### config.mk
export PLATFORM = sky130hd
export DESIGN_NAME = stack_machine_int_execute
export DESIGN_NICKNAME = d
export VERILOG_FILES = /design/src/rtl/core/skm_pkg.sv /design/src/rtl/core/stack_machine_int_execute.sv
export SDC_FILE = /design/constraint.sdc
export NUM_CORES = 2
export LEC_CHECK = 0
export BUFFER_PORTS_ARGS = -buffer_cell sky130_fd_sc_hd__buf_2
export CELL_PAD_IN_SITES_DETAIL_PLACEMENT = 0
export CELL_PAD_IN_SITES_GLOBAL_PLACEMENT = 1
export CORE_MARGIN = 2
export CORE_UTILIZATION = 40
export DETAILED_ROUTE_END_ITERATION = 10
export HOLD_SLACK_MARGIN = 0.02
export PLACE_DENSITY = 0.61
export SLEW_MARGIN = 0
export SYNTH_ARGS = -nofsm -noshare
export SYNTH_HDL_FRONTEND = slang
export SYNTH_SLANG_ARGS = --single-unit
### constraint.sdc
create_clock -name clk -period 10.54 [get_ports clk]
set_input_delay 2.108 -clock clk [delete_from_list [all_inputs] [get_ports clk]]
set_output_delay 2.108 -clock clk [all_outputs]
set_load 0.03 [all_outputs]
### src/rtl/core/skm_pkg.sv
// ----------------------------------------------------------------------------
// skm_pkg
// shared types and codes for the stack machine execution unit
// ----------------------------------------------------------------------------
package skm_pkg;

  typedef enum logic [1:0] {
    TAG_EMPTY = 2'd0,
    TAG_INT   = 2'd1,
    TAG_FLOAT = 2'd2
  } tag_t;

  localparam logic [2:0] MODE_LOAD   = 3'd0;
  localparam logic [2:0] MODE_STORE  = 3'd1;
  localparam logic [2:0] MODE_CONST  = 3'd2;
  localparam logic [2:0] MODE_BINOP  = 3'd3;
  localparam logic [2:0] MODE_RETURN = 3'd4;

  localparam logic [3:0] OP_ADD  = 4'd0;
  localparam logic [3:0] OP_SUB  = 4'd1;
  localparam logic [3:0] OP_MUL  = 4'd2;
  localparam logic [3:0] OP_DIV  = 4'd3;
  localparam logic [3:0] OP_AND  = 4'd4;
  localparam logic [3:0] OP_OR   = 4'd5;
  localparam logic [3:0] OP_XOR  = 4'd6;
  localparam logic [3:0] OP_SHR  = 4'd7;
  localparam logic [3:0] OP_SHL  = 4'd8;
  localparam logic [3:0] OP_REM  = 4'd9;
  localparam logic [3:0] OP_USHR = 4'd10;

  localparam logic [2:0] ST_OK        = 3'd0;
  localparam logic [2:0] ST_OVERFLOW  = 3'd1;
  localparam logic [2:0] ST_UNDERFLOW = 3'd2;
  localparam logic [2:0] ST_TYPE      = 3'd3;
  localparam logic [2:0] ST_BAD_INDEX = 3'd4;
  localparam logic [2:0] ST_DIV_ZERO  = 3'd5;
  localparam logic [2:0] ST_BAD_RET   = 3'd6;

  localparam logic CFG_STACK_LIMIT = 1'b0;
  localparam logic CFG_LOCALS      = 1'b1;

  localparam logic [31:0] FP_ZERO = 32'h0000_0000;
  localparam logic [31:0] FP_ONE  = 32'h3F80_0000;
  localparam logic [31:0] FP_TWO  = 32'h4000_0000;

  localparam logic [4:0] CFG_RESET_VAL = 5'd16;

endpackage

### src/rtl/core/stack_machine_int_execute.sv
// ----------------------------------------------------------------------------
// stack_machine_int_execute
// typed operand stack machine: load, store, constant, int alu op, return
// ----------------------------------------------------------------------------
// result path: the instruction is captured, decoded in S_EXEC and its result registered onto the
//   output ports; div and rem first pass through S_DIV (the 32-step one-bit-per-cycle divider) and S_DWB
// issue: one instruction at a time; a new start is taken while the last
//   result is on the output ports
// reset: synchronous active low; clears tags, stack pointer, finished flag and
//   sets both limits to 16; value memories are not cleared
// results cannot be stalled: out_valid is a one-cycle strobe
module stack_machine_int_execute
  import skm_pkg::*;
#(
  parameter int STACK_DEPTH = 16,
  parameter int LOCAL_COUNT = 16
) (
  input  logic        clk,
  input  logic        rst_n,
  // instruction transaction
  input  logic        start,
  output logic        busy,
  input  logic [2:0]  in_mode,
  input  logic        in_is_float,
  input  logic [7:0]  in_local_index,
  input  logic signed [15:0] in_const_value,
  input  logic [3:0]  in_alu_op,
  // result strobe
  output logic        out_valid,
  output logic [2:0]  out_status,
  output logic signed [31:0] out_top_value,
  output logic        out_top_is_float,
  output logic [4:0]  out_stack_depth,
  output logic        out_finished,
  // register writes
  input  logic        cfg_valid,
  output logic        cfg_ready,
  input  logic        cfg_index,
  input  logic [4:0]  cfg_data
);

  localparam int SA = $clog2(STACK_DEPTH);
  localparam int LA = $clog2(LOCAL_COUNT);
  // limits are 5-bit registers, so the clamp never exceeds 31
  localparam int SD_CAP_I = (STACK_DEPTH > 31) ? 31 : STACK_DEPTH;
  localparam int LC_CAP_I = (LOCAL_COUNT > 31) ? 31 : LOCAL_COUNT;
  localparam logic [4:0] SD_CAP = 5'(SD_CAP_I);
  localparam logic [4:0] LC_CAP = 5'(LC_CAP_I);

  typedef enum logic [3:0] {
    S_IDLE = 4'b0001,
    S_EXEC = 4'b0010,
    S_DIV  = 4'b0100,
    S_DWB  = 4'b1000
  } state_t;

  state_t state_r;

  // value memories, read into registers as the instruction is taken
  logic [31:0] stack_mem [STACK_DEPTH];
  logic [31:0] local_mem [LOCAL_COUNT];
  logic [31:0] rd_top_r, rd_sec_r, rd_loc_r;

  // tags live in flops so reset can empty them at once
  tag_t stack_tag_r [STACK_DEPTH];
  tag_t local_tag_r [LOCAL_COUNT];

  logic [4:0] sp_r;
  logic       done_r;
  logic [4:0] stack_limit_r, locals_r;

  // captured instruction
  logic [2:0]  mode_r;
  logic        flt_r;
  logic [7:0]  idx_r;
  logic [15:0] cv_r;
  logic [3:0]  op_r;

  // divider
  logic [31:0] dv_rem_r, dv_quo_r, dv_mb_r;
  logic [4:0]  dv_cnt_r;
  logic        dv_negq_r, dv_negr_r;

  logic accept;
  assign accept    = start && !busy;
  assign busy      = (state_r != S_IDLE);
  assign cfg_ready = 1'b1;

  // effective limits
  logic [4:0] eff_stack, eff_locals;
  assign eff_stack  = (stack_limit_r > SD_CAP) ? SD_CAP : stack_limit_r;
  assign eff_locals = (locals_r > LC_CAP) ? LC_CAP : locals_r;

  // ------------------------------------------------------------------------
  // execute: decode faults and work out the commit for the instruction
  // ------------------------------------------------------------------------
  tag_t        want, tag_top, tag_sec, tag_loc;
  logic        idx_ok, full;
  logic [31:0] a_op, b_op, alu_res, const_v, push_v;
  logic [4:0]  shamt;
  logic [2:0]  st_c;
  logic        push_c, lwr_c, go_div, is_divop, commit, done_c;
  logic [4:0]  sp_c, push_ptr;
  tag_t        push_tag;
  logic [31:0] top_c;
  logic        top_flt_c;
  logic [31:0] div_res;
  logic [32:0] dv_diff;
  logic [31:0] dv_sh;

  assign want    = flt_r ? TAG_FLOAT : TAG_INT;
  assign tag_top = stack_tag_r[SA'(sp_r - 5'd1)];
  assign tag_sec = stack_tag_r[SA'(sp_r - 5'd2)];
  assign tag_loc = local_tag_r[LA'(idx_r)];
  assign idx_ok  = (idx_r < {3'b000, eff_locals});
  assign full    = (sp_r >= eff_stack);
  assign a_op    = rd_sec_r;
  assign b_op    = rd_top_r;
  assign shamt   = b_op[4:0];
  assign is_divop = (op_r == OP_DIV) || (op_r == OP_REM);

  // divider result with sign fix; min / -1 wraps naturally
  assign div_res = (op_r == OP_DIV) ? (dv_negq_r ? (32'd0 - dv_quo_r) : dv_quo_r)
                                    : (dv_negr_r ? (32'd0 - dv_rem_r) : dv_rem_r);

  always_comb begin
    alu_res = 32'd0;
    case (op_r)
      OP_ADD:  alu_res = a_op + b_op;
      OP_SUB:  alu_res = a_op - b_op;
      OP_MUL:  alu_res = a_op * b_op;
      OP_AND:  alu_res = a_op & b_op;
      OP_OR:   alu_res = a_op | b_op;
      OP_XOR:  alu_res = a_op ^ b_op;
      OP_SHR:  alu_res = 32'($signed(a_op) >>> shamt);
      OP_SHL:  alu_res = a_op << shamt;
      OP_USHR: alu_res = a_op >> shamt;
      default: alu_res = div_res;
    endcase
  end

  always_comb begin
    const_v = {{16{cv_r[15]}}, cv_r};
    if (flt_r) begin
      case (cv_r)
        16'd0:   const_v = FP_ZERO;
        16'd1:   const_v = FP_ONE;
        default: const_v = FP_TWO;
      endcase
    end
  end

  always_comb begin
    st_c     = ST_OK;
    push_c   = 1'b0;
    lwr_c    = 1'b0;
    go_div   = 1'b0;
    sp_c     = sp_r;
    push_ptr = sp_r;
    push_v   = 32'd0;
    push_tag = want;
    done_c   = done_r;
    case (mode_r)
      MODE_LOAD: begin
        if (!idx_ok) st_c = ST_BAD_INDEX;
        else if (tag_loc != want) st_c = ST_TYPE;
        else if (full) st_c = ST_OVERFLOW;
        else begin
          push_c = 1'b1;
          push_v = rd_loc_r;
          sp_c   = sp_r + 5'd1;
        end
      end
      MODE_STORE: begin
        if (sp_r == 5'd0) st_c = ST_UNDERFLOW;
        else if (tag_top != want) st_c = ST_TYPE;
        else if (!idx_ok) st_c = ST_BAD_INDEX;
        else begin
          lwr_c = 1'b1;
          sp_c  = sp_r - 5'd1;
        end
      end
      MODE_CONST: begin
        if (flt_r && (cv_r != 16'd0) && (cv_r != 16'd1) && (cv_r != 16'd2))
          st_c = ST_BAD_INDEX;
        else if (full) st_c = ST_OVERFLOW;
        else begin
          push_c = 1'b1;
          push_v = const_v;
          sp_c   = sp_r + 5'd1;
        end
      end
      MODE_BINOP: begin
        if (sp_r < 5'd2) st_c = ST_UNDERFLOW;
        else if ((tag_top != TAG_INT) || (tag_sec != TAG_INT)) st_c = ST_TYPE;
        else if (op_r > OP_USHR) st_c = ST_BAD_INDEX;
        else if (is_divop && (b_op == 32'd0)) st_c = ST_DIV_ZERO;
        else if (is_divop && (state_r == S_EXEC)) go_div = 1'b1;
        else begin
          push_c   = 1'b1;
          push_v   = alu_res;
          push_tag = TAG_INT;
          push_ptr = sp_r - 5'd2;
          sp_c     = sp_r - 5'd1;
        end
      end
      MODE_RETURN: begin
        if (sp_r != 5'd0) st_c = ST_BAD_RET;
        else done_c = 1'b1;
      end
      default: st_c = ST_BAD_INDEX;
    endcase
  end

  assign commit = ((state_r == S_EXEC) && !go_div) || (state_r == S_DWB);

  // top of stack after the instruction
  always_comb begin
    if (sp_c == 5'd0) begin
      top_c     = 32'd0;
      top_flt_c = 1'b0;
    end else if (push_c) begin
      top_c     = push_v;
      top_flt_c = (push_tag == TAG_FLOAT);
    end else if (sp_c == sp_r) begin
      top_c     = rd_top_r;
      top_flt_c = (tag_top == TAG_FLOAT);
    end else begin
      top_c     = rd_sec_r;
      top_flt_c = (tag_sec == TAG_FLOAT);
    end
  end

  // restoring divider step
  assign dv_sh   = {dv_rem_r[30:0], dv_quo_r[31]};
  assign dv_diff = {1'b0, dv_sh} - {1'b0, dv_mb_r};

  // ------------------------------------------------------------------------
  // memories
  // ------------------------------------------------------------------------
  always_ff @(posedge clk) begin
    if (accept) begin
      rd_top_r <= stack_mem[SA'(sp_r - 5'd1)];
      rd_sec_r <= stack_mem[SA'(sp_r - 5'd2)];
      rd_loc_r <= local_mem[LA'(in_local_index)];
    end
    if (commit && push_c) begin
      stack_mem[SA'(push_ptr)] <= push_v;
    end
    if (commit && lwr_c) begin
      local_mem[LA'(idx_r)] <= rd_top_r;
    end
  end

  // ------------------------------------------------------------------------
  // control, tags and datapath registers
  // ------------------------------------------------------------------------
  always_ff @(posedge clk) begin
    if (accept) begin
      mode_r <= in_mode;
      flt_r  <= in_is_float;
      idx_r  <= in_local_index;
      cv_r   <= in_const_value;
      op_r   <= in_alu_op;
    end
    if (go_div) begin
      dv_rem_r  <= 32'd0;
      dv_quo_r  <= a_op[31] ? (32'd0 - a_op) : a_op;
      dv_mb_r   <= b_op[31] ? (32'd0 - b_op) : b_op;
      dv_negq_r <= a_op[31] ^ b_op[31];
      dv_negr_r <= a_op[31];
    end else if (state_r == S_DIV) begin
      if (!dv_diff[32]) begin
        dv_rem_r <= dv_diff[31:0];
        dv_quo_r <= {dv_quo_r[30:0], 1'b1};
      end else begin
        dv_rem_r <= dv_sh;
        dv_quo_r <= {dv_quo_r[30:0], 1'b0};
      end
    end
    if (commit) begin
      out_status       <= st_c;
      out_top_value    <= top_c;
      out_top_is_float <= top_flt_c;
      out_stack_depth  <= sp_c;
      out_finished     <= done_c;
    end
  end

  always_ff @(posedge clk) begin
    if (!rst_n) begin
      state_r       <= S_IDLE;
      sp_r          <= 5'd0;
      done_r        <= 1'b0;
      stack_limit_r <= CFG_RESET_VAL;
      locals_r      <= CFG_RESET_VAL;
      out_valid     <= 1'b0;
      dv_cnt_r      <= 5'd0;
      for (int i = 0; i < STACK_DEPTH; i++) stack_tag_r[i] <= TAG_EMPTY;
      for (int i = 0; i < LOCAL_COUNT; i++) local_tag_r[i] <= TAG_EMPTY;
    end else begin
      out_valid <= commit;
      if (cfg_valid && cfg_ready) begin
        if (cfg_index == CFG_STACK_LIMIT) stack_limit_r <= cfg_data;
        else locals_r <= cfg_data;
      end
      if (commit) begin
        sp_r   <= sp_c;
        done_r <= done_c;
        if (push_c) stack_tag_r[SA'(push_ptr)] <= push_tag;
        if (lwr_c) local_tag_r[LA'(idx_r)] <= want;
      end
      case (state_r)
        S_IDLE: begin
          if (accept) state_r <= S_EXEC;
        end
        S_EXEC: begin
          if (go_div) begin
            state_r  <= S_DIV;
            dv_cnt_r <= 5'd31;
          end else begin
            state_r <= S_IDLE;
          end
        end
        S_DIV: begin
          // one quotient bit per cycle
          dv_cnt_r <= dv_cnt_r - 5'd1;
          if (dv_cnt_r == 5'd0) state_r <= S_DWB;
        end
        S_DWB: begin
          state_r <= S_IDLE;
        end
        default: state_r <= S_IDLE;
      endcase
    end
  end

endmodule

# Word level (Yosys, flattened, before mapping)
# Memories as Yosys holds them, arrays and structs flattened. A register that Yosys moved wholly into a read port is not among the register bits.
# Index checks and enable logic that the tools add are counted.
# totals
reg_bits	198
mem_bits_rw	1088
in_bits	42
out_inout_bits	45
word_cells	233
memories	4
# mem_list
name	words	width	rd	rd_ports_with_merged_regs	wr	line	text
local_mem	16	32	1	1	1	stack_machine_int_execute.sv:61	logic [31:0] local_mem [LOCAL_COUNT];
stack_mem	16	32	2	2	1	stack_machine_int_execute.sv:60	logic [31:0] stack_mem [STACK_DEPTH];
local_tag_r	16	2	1	1	16	stack_machine_int_execute.sv:66	tag_t local_tag_r [LOCAL_COUNT];
stack_tag_r	16	2	2	0	16	stack_machine_int_execute.sv:65	tag_t stack_tag_r [STACK_DEPTH];
# op_classes
addsub	11
mul	1
n_lt_le_gt_ge	6
eq_ne	33
shifts	3
n_mux	116
bitwise	5
reduce_logical	31
# ops
operator	count
2-to-1 mux 32 bit	20
case mux 32 bit (9 select lines)	1
subtractor 1 x 32 -> 32 bit (first input constant)	4
case mux 32 bit (3 select lines)	1
2-to-1 mux 5 bit	15
case mux 31 bit (2 select lines)	1
2-to-1 mux 4 bit	11
2-to-1 mux 1 bit	40
2-to-1 mux 3 bit	11
subtractor 32 x 32 -> 33 bit	1
adder 32 bit	1
bitwise AND 32 bit	1
zero test 32 bit	1
multiplier 32 x 32 -> 32 bit	1
OR 32 bit	1
left shift 32 x 5 -> 32 bit	1
>> shifter 32 x 5 -> 32 bit	1
>>> shifter 32 x 5 -> 32 bit	1
subtractor 32 bit	1
bitwise XOR 32 bit	1
2-to-1 mux 31 bit	1
equality test 4 x 3 -> 1 bit (second input constant)	5
2-to-1 mux 2 bit	10
case mux 5 bit (4 select lines)	1
41 further kinds	74

# Logic depth before layout (Yosys ltp)
# logic_depth
ltp_word	17
depth_mapped	33
depth_no_buf	28

# Least setup slack after synthesis
# No wires, ideal clock.
# synth_timing
kind	register to register
start	register rd_top_r[1] (netlist: b_op[1]) (read register of stack_mem)
end	memory stack_mem[0][23], data pin
setup_time_ns	0.406
arrival_time_ns	8.860
required_ns	10.134
slack_ns	1.274
stages_incl_launch_ff	26
n_path_buf	5
synth_period_minus_slack_ns	9.266
path_cell_list	edfxtp_1 > buf_2 > buf_1 > clkbuf_1 > clkbuf_1 > buf_1 > nand2_1 > fa_1 > fa_1 > fa_1 > inv_1 > fa_1 > inv_1 > fa_1 > inv_1 > fa_1 > fa_1 > ha_1 > and3_1 > a311oi_1 > o21ai_0 > a21oi_1 > a21oi_1 > xor2_1 > a221oi_1 > o41ai_1
# synth_via
elab_chain_len	8
elab_cells_between_ends	15
classes_between	2 x add/sub; 1 x mul; 3 x shift; 7 x mux; 2 x reduce/logical
# synth_rtl
element	line	text
start, declared	stack_machine_int_execute.sv:62	logic [31:0] rd_top_r, rd_sec_r, rd_loc_r;
multiplier 32 x 32 -> 32 bit (tied with other cells)	stack_machine_int_execute.sv:131	OP_MUL: alu_res = a_op * b_op;
case mux 32 bit (9 select lines)	stack_machine_int_execute.sv:128	case (op_r)
2-to-1 mux 32 bit	stack_machine_int_execute.sv:198	else if (is_divop && (state_r == S_EXEC)) go_div = 1'b1;
2-to-1 mux 32 bit *	stack_machine_int_execute.sv:197	else if (is_divop && (b_op == 32'd0)) st_c = ST_DIV_ZERO;
2-to-1 mux 32 bit *	stack_machine_int_execute.sv:196	else if (op_r > OP_USHR) st_c = ST_BAD_INDEX;
2-to-1 mux 32 bit *	stack_machine_int_execute.sv:195	else if ((tag_top != TAG_INT) || (tag_sec != TAG_INT)) st_c = ST_TYPE;
2-to-1 mux 32 bit *	stack_machine_int_execute.sv:194	if (sp_r < 5'd2) st_c = ST_UNDERFLOW;
case mux 32 bit (3 select lines) *	stack_machine_int_execute.sv:163	case (mode_r)
named net push_v[23]	stack_machine_int_execute.sv:99	logic [31:0] a_op, b_op, alu_res, const_v, push_v;
end, declared	stack_machine_int_execute.sv:60	
# Mark *: on every way through the listed nets, which the timed path passes. The rest lies on a longest branch.

# Final worst setup path
# layout_timing
start	register rd_sec_r[11] (netlist: a_op[11]) (read register of stack_mem)
end	memory stack_mem[4][28], data pin
# layout_via
elab_chain_len	8
elab_cells_between_ends	13
classes_between	2 x add/sub; 1 x mul; 3 x shift; 7 x mux
# layout_rtl
element	line
start, declared	stack_machine_int_execute.sv:62
multiplier 32 x 32 -> 32 bit (tied with other cells)	stack_machine_int_execute.sv:131
case mux 32 bit (9 select lines) *	stack_machine_int_execute.sv:128
2-to-1 mux 32 bit *	stack_machine_int_execute.sv:198
2-to-1 mux 32 bit *	stack_machine_int_execute.sv:197
2-to-1 mux 32 bit *	stack_machine_int_execute.sv:196
2-to-1 mux 32 bit *	stack_machine_int_execute.sv:195
2-to-1 mux 32 bit *	stack_machine_int_execute.sv:194
case mux 32 bit (3 select lines) *	stack_machine_int_execute.sv:163
named net push_v[28]	stack_machine_int_execute.sv:99
# Marked as above.

==> flow_summary.ini <==
[outcome]
outcome = finished, violations left
violations = capacitance limit

[timing]
fin_worst_skew_ns = 0.0658
slew_viol_final = 0
finalSetupViolations = 0
worst_pin_slew_ns = 1.49
fin_tns_setup_ns = 0
rsz0062_at_grt = no
slew_headroom = 0.00135
fmax_ghz = 0.102
timing.final.crit_share = 0.928
hold_viol = 0
period_needed_ns = 9.78

[clocking]
clk-insertion-delay-late_ns = 0.88
postCtsSetupBuffers = 0
ctsResizeCount = 0
cts_root_buf = clkbuf_16
cts_buffer_depth = 3
h-tree-depth = 4
cts_sinks = 1386
clk_pin_slew_worst_paths_ns = 0.07
holdBufCountCts = 0
cts_tree = built
numCtsBuffers = 154

[place]
port_buffers = 85
gp_congestion = 0.989
dpl.hpwl_microns = 230000
place_inst = 9180

[finish]
final_nets = 7239
layout-drive-gt1-share = 0.186
post-route-util = 0.449
n_fill_cell = 19100
area.growth.synth_to_final_pct = 11.6
final_cells = 9467

[routing]
drt_iter0_drc = 7309
viasPerCell = 6.19
firstDrtPassIters = 5
drc = 0
wl_per_cell_microns = 35.1
wirelength_microns = 332000
drtAntennaViolNets = 0
vias = 58600

[logic_synthesis]
synth_top_area_frac = 0.466
synth_warnings = 0
synth_xor_area_frac = 0.0294
synth_mux_area_frac = 0.166
syn_avg_cell_area_sq_um = 13.2
yosysMostFrequentCell = edfxtp_1
synth_compound_area_frac = 0.0671
synth_nets = 7172
synth_top_family_by_area = multiplexers
yosys_register_bits = 1386
synthSimpleGateAreaFrac = 0.0796
async_flop_share = 0
synth_seq_area_share = 0.480
synth_edf_count = 1324
synth_largest_area_cell = edfxtp_1
syn-cell-area_sq_mm = 0.0854
synth-adder-area-share = 0.136
ys.flop_type = edfxtp_1
yosys-top-cells-area = edfxtp_1 (47%), mux4_2 (15%), fa_1 (9.6%)
synth_commonest_cells = edfxtp_1 (1324), nor2_1 (626), mux4_2 (554)
synth_cells = 6449
yosys.cell_types.count = 94

[hold_path]
hold_class = register to register

[critical_path]
crit_family = adder cells
worst-path-stages = 27
ff2ff_setup_slack_ns = 0.76
timing.rr.end = stack_mem[4][28]$_DFFE_PP_
r2r_start = a_op[11]$_DFFE_PP_
slowest_delay_ns = 0.81
crit_required_ns = 11.10
crit_path_end = stack_mem[4][28]$_DFFE_PP_
crit_start = a_op[11]$_DFFE_PP_
slowest_stage = edfxtp_1
startpoint_type = register
crit_type = register to register
r2r_cells = 27
critPathCaptureType = register
cpMostUsedCell = fa_1
cp_max_fo = 16
cp.arrival_ns = 10.34
path_buf_inv = 7

[die]
io_pins = 87
die_area_sq_mm = 0.217
fp.dieH_microns = 466
core_sq_mm = 0.212
fp.dieW_microns = 466
start_util = 0.403
num_rows = 169

[grt]
antenna_found_initial = 23
grt_pass1_vias = 58700
grt_overflow = 0
grt_max_degree = 126
grt_pass1_wl_microns = 463000
gr-usage-all-layers = 0.305

[job]
cap_violations = 1
-- logic make-up (layout without fill, tap and decap cells) --
family | Yosys count | in the layout
AO/OA/AOI/OAI | 891 | 891
flip-flops | 1386 | 1386
adder cells (fa/ha/maj) | 681 | 681
AND/OR/NAND/NOR | 1548 | 1548
other | 1 | 6
buffers and inverters | 941 | 1133
XOR/XNOR | 283 | 283
multiplexers | 718 | 718
-- worst min-delay path by stage --
stage                                   startpoint                  endpoint  slack (ns)  cells after the start
final                     locals_r[0]$_SDFFE_PN0P_  locals_r[0]$_SDFFE_PN0P_        0.45                      2
after global routing      locals_r[0]$_SDFFE_PN0P_  locals_r[0]$_SDFFE_PN0P_        0.47                      2
after CTS                 locals_r[0]$_SDFFE_PN0P_  locals_r[0]$_SDFFE_PN0P_        0.45                      2
after detailed placement  locals_r[0]$_SDFFE_PN0P_  locals_r[0]$_SDFFE_PN0P_        0.44                      2
after global placement    locals_r[0]$_SDFFE_PN0P_  locals_r[0]$_SDFFE_PN0P_        0.44                      2
after floorplan           locals_r[0]$_SDFFE_PN0P_  locals_r[0]$_SDFFE_PN0P_        0.43                      2
-- metal layers --
layer,global-route usage,vias up,routed length [microns]
met2,0.463,2955,148000
met5,0,-,106
met3,0.0626,747,28600
met4,0.167,16,21600
li1,-,24000,-
met1,0.413,30900,133000
-- cell type report --
class,instances,area [sq um],area share
multi-input combinational,4122,41100,0.432
sequential,1386,41000,0.430
clock buffer,204,4160,0.0436
tap,2821,3530,0.0370
timing repair buffer,330,2400,0.0251
inverter,522,1970,0.0206
clock inverter,77,1130,0.0118
antenna,5,12.5,0.000131
-- stage by stage --
stage                     hold WS, ns  cell area [sq um]  worst slack [ns]
after detailed placement        0.444              90000              1.10
final                           0.450              95300             0.763
after floorplan                 0.432              85400              1.27
after global placement          0.443              90000             0.952
after CTS                       0.452              95300              1.05
after global routing            0.470              95300             0.667
-- state kept, by name, summed over array words and instances (netlist names), 3 cells and up, named ones only --
name / flops
dv_rem_r: 32
mode_r: 3
cv_r: 16
stack_limit_r: 5
locals_r: 5
op_r: 4
dv_mb_r: 32
local_tag_r: 32
dv_quo_r: 32
local_mem: 512
rd_loc_r: 32
stack_tag_r: 32
sp_r: 5
out_stack_depth: 5
a_op: 32
out_top_value: 32
state_r: 4
idx_r: 8
stack_mem: 512
out_status: 3
b_op: 32
dv_cnt_r: 5
-- layout by cell type, fill, tap and decap left out, types with 22 or more instances in the layout --
cell type,n
buf_4,236
clkbuf_1,43
a21o_1,29
xor2_1,61
a211oi_1,41
o211ai_1,22
ha_1,269
o22ai_1,43
or3_1,36
clkinv_1,37
nor3_1,61
nor4_1,23
mux4_2,554
nor2_1,600
nand3_1,87
xnor2_1,218
buf_2,82
nor2_4,26
nor2b_1,26
mux2i_1,143
inv_1,490
clkbuf_16,158
edfxtp_1,1324
nand2b_1,39
o31ai_1,47
fa_1,410
dfxtp_1,60
o21ai_0,261
a21oi_1,181
a31oi_1,36
nand2_1,504
-- worst register-to-register path, cell delays in order, from the launching register on --
cell      delay, ns
edfxtp_1       0.81
inv_1          0.65
nor2_1         0.29
fa_1           0.48
fa_1           0.50
fa_1           0.52
inv_1          0.05
fa_1           0.47
inv_1          0.05
fa_1           0.51
inv_1          0.06
fa_1           0.53
inv_1          0.05
fa_1           0.38
fa_1           0.48
ha_1           0.41
nand2_1        0.11
o21ai_0        0.09
o41ai_1        0.62
o211ai_1       0.34
nand3_1        0.32
nand2_1        0.07
o311ai_0       0.11
buf_4          0.21
a221oi_1       0.09
a211oi_1       0.66
a211oi_1       0.15
inv_1          0.48
Power is left out: the tool's default activity adds up to more than one toggle a clock period on the data nets, which glitch-free logic cannot reach.
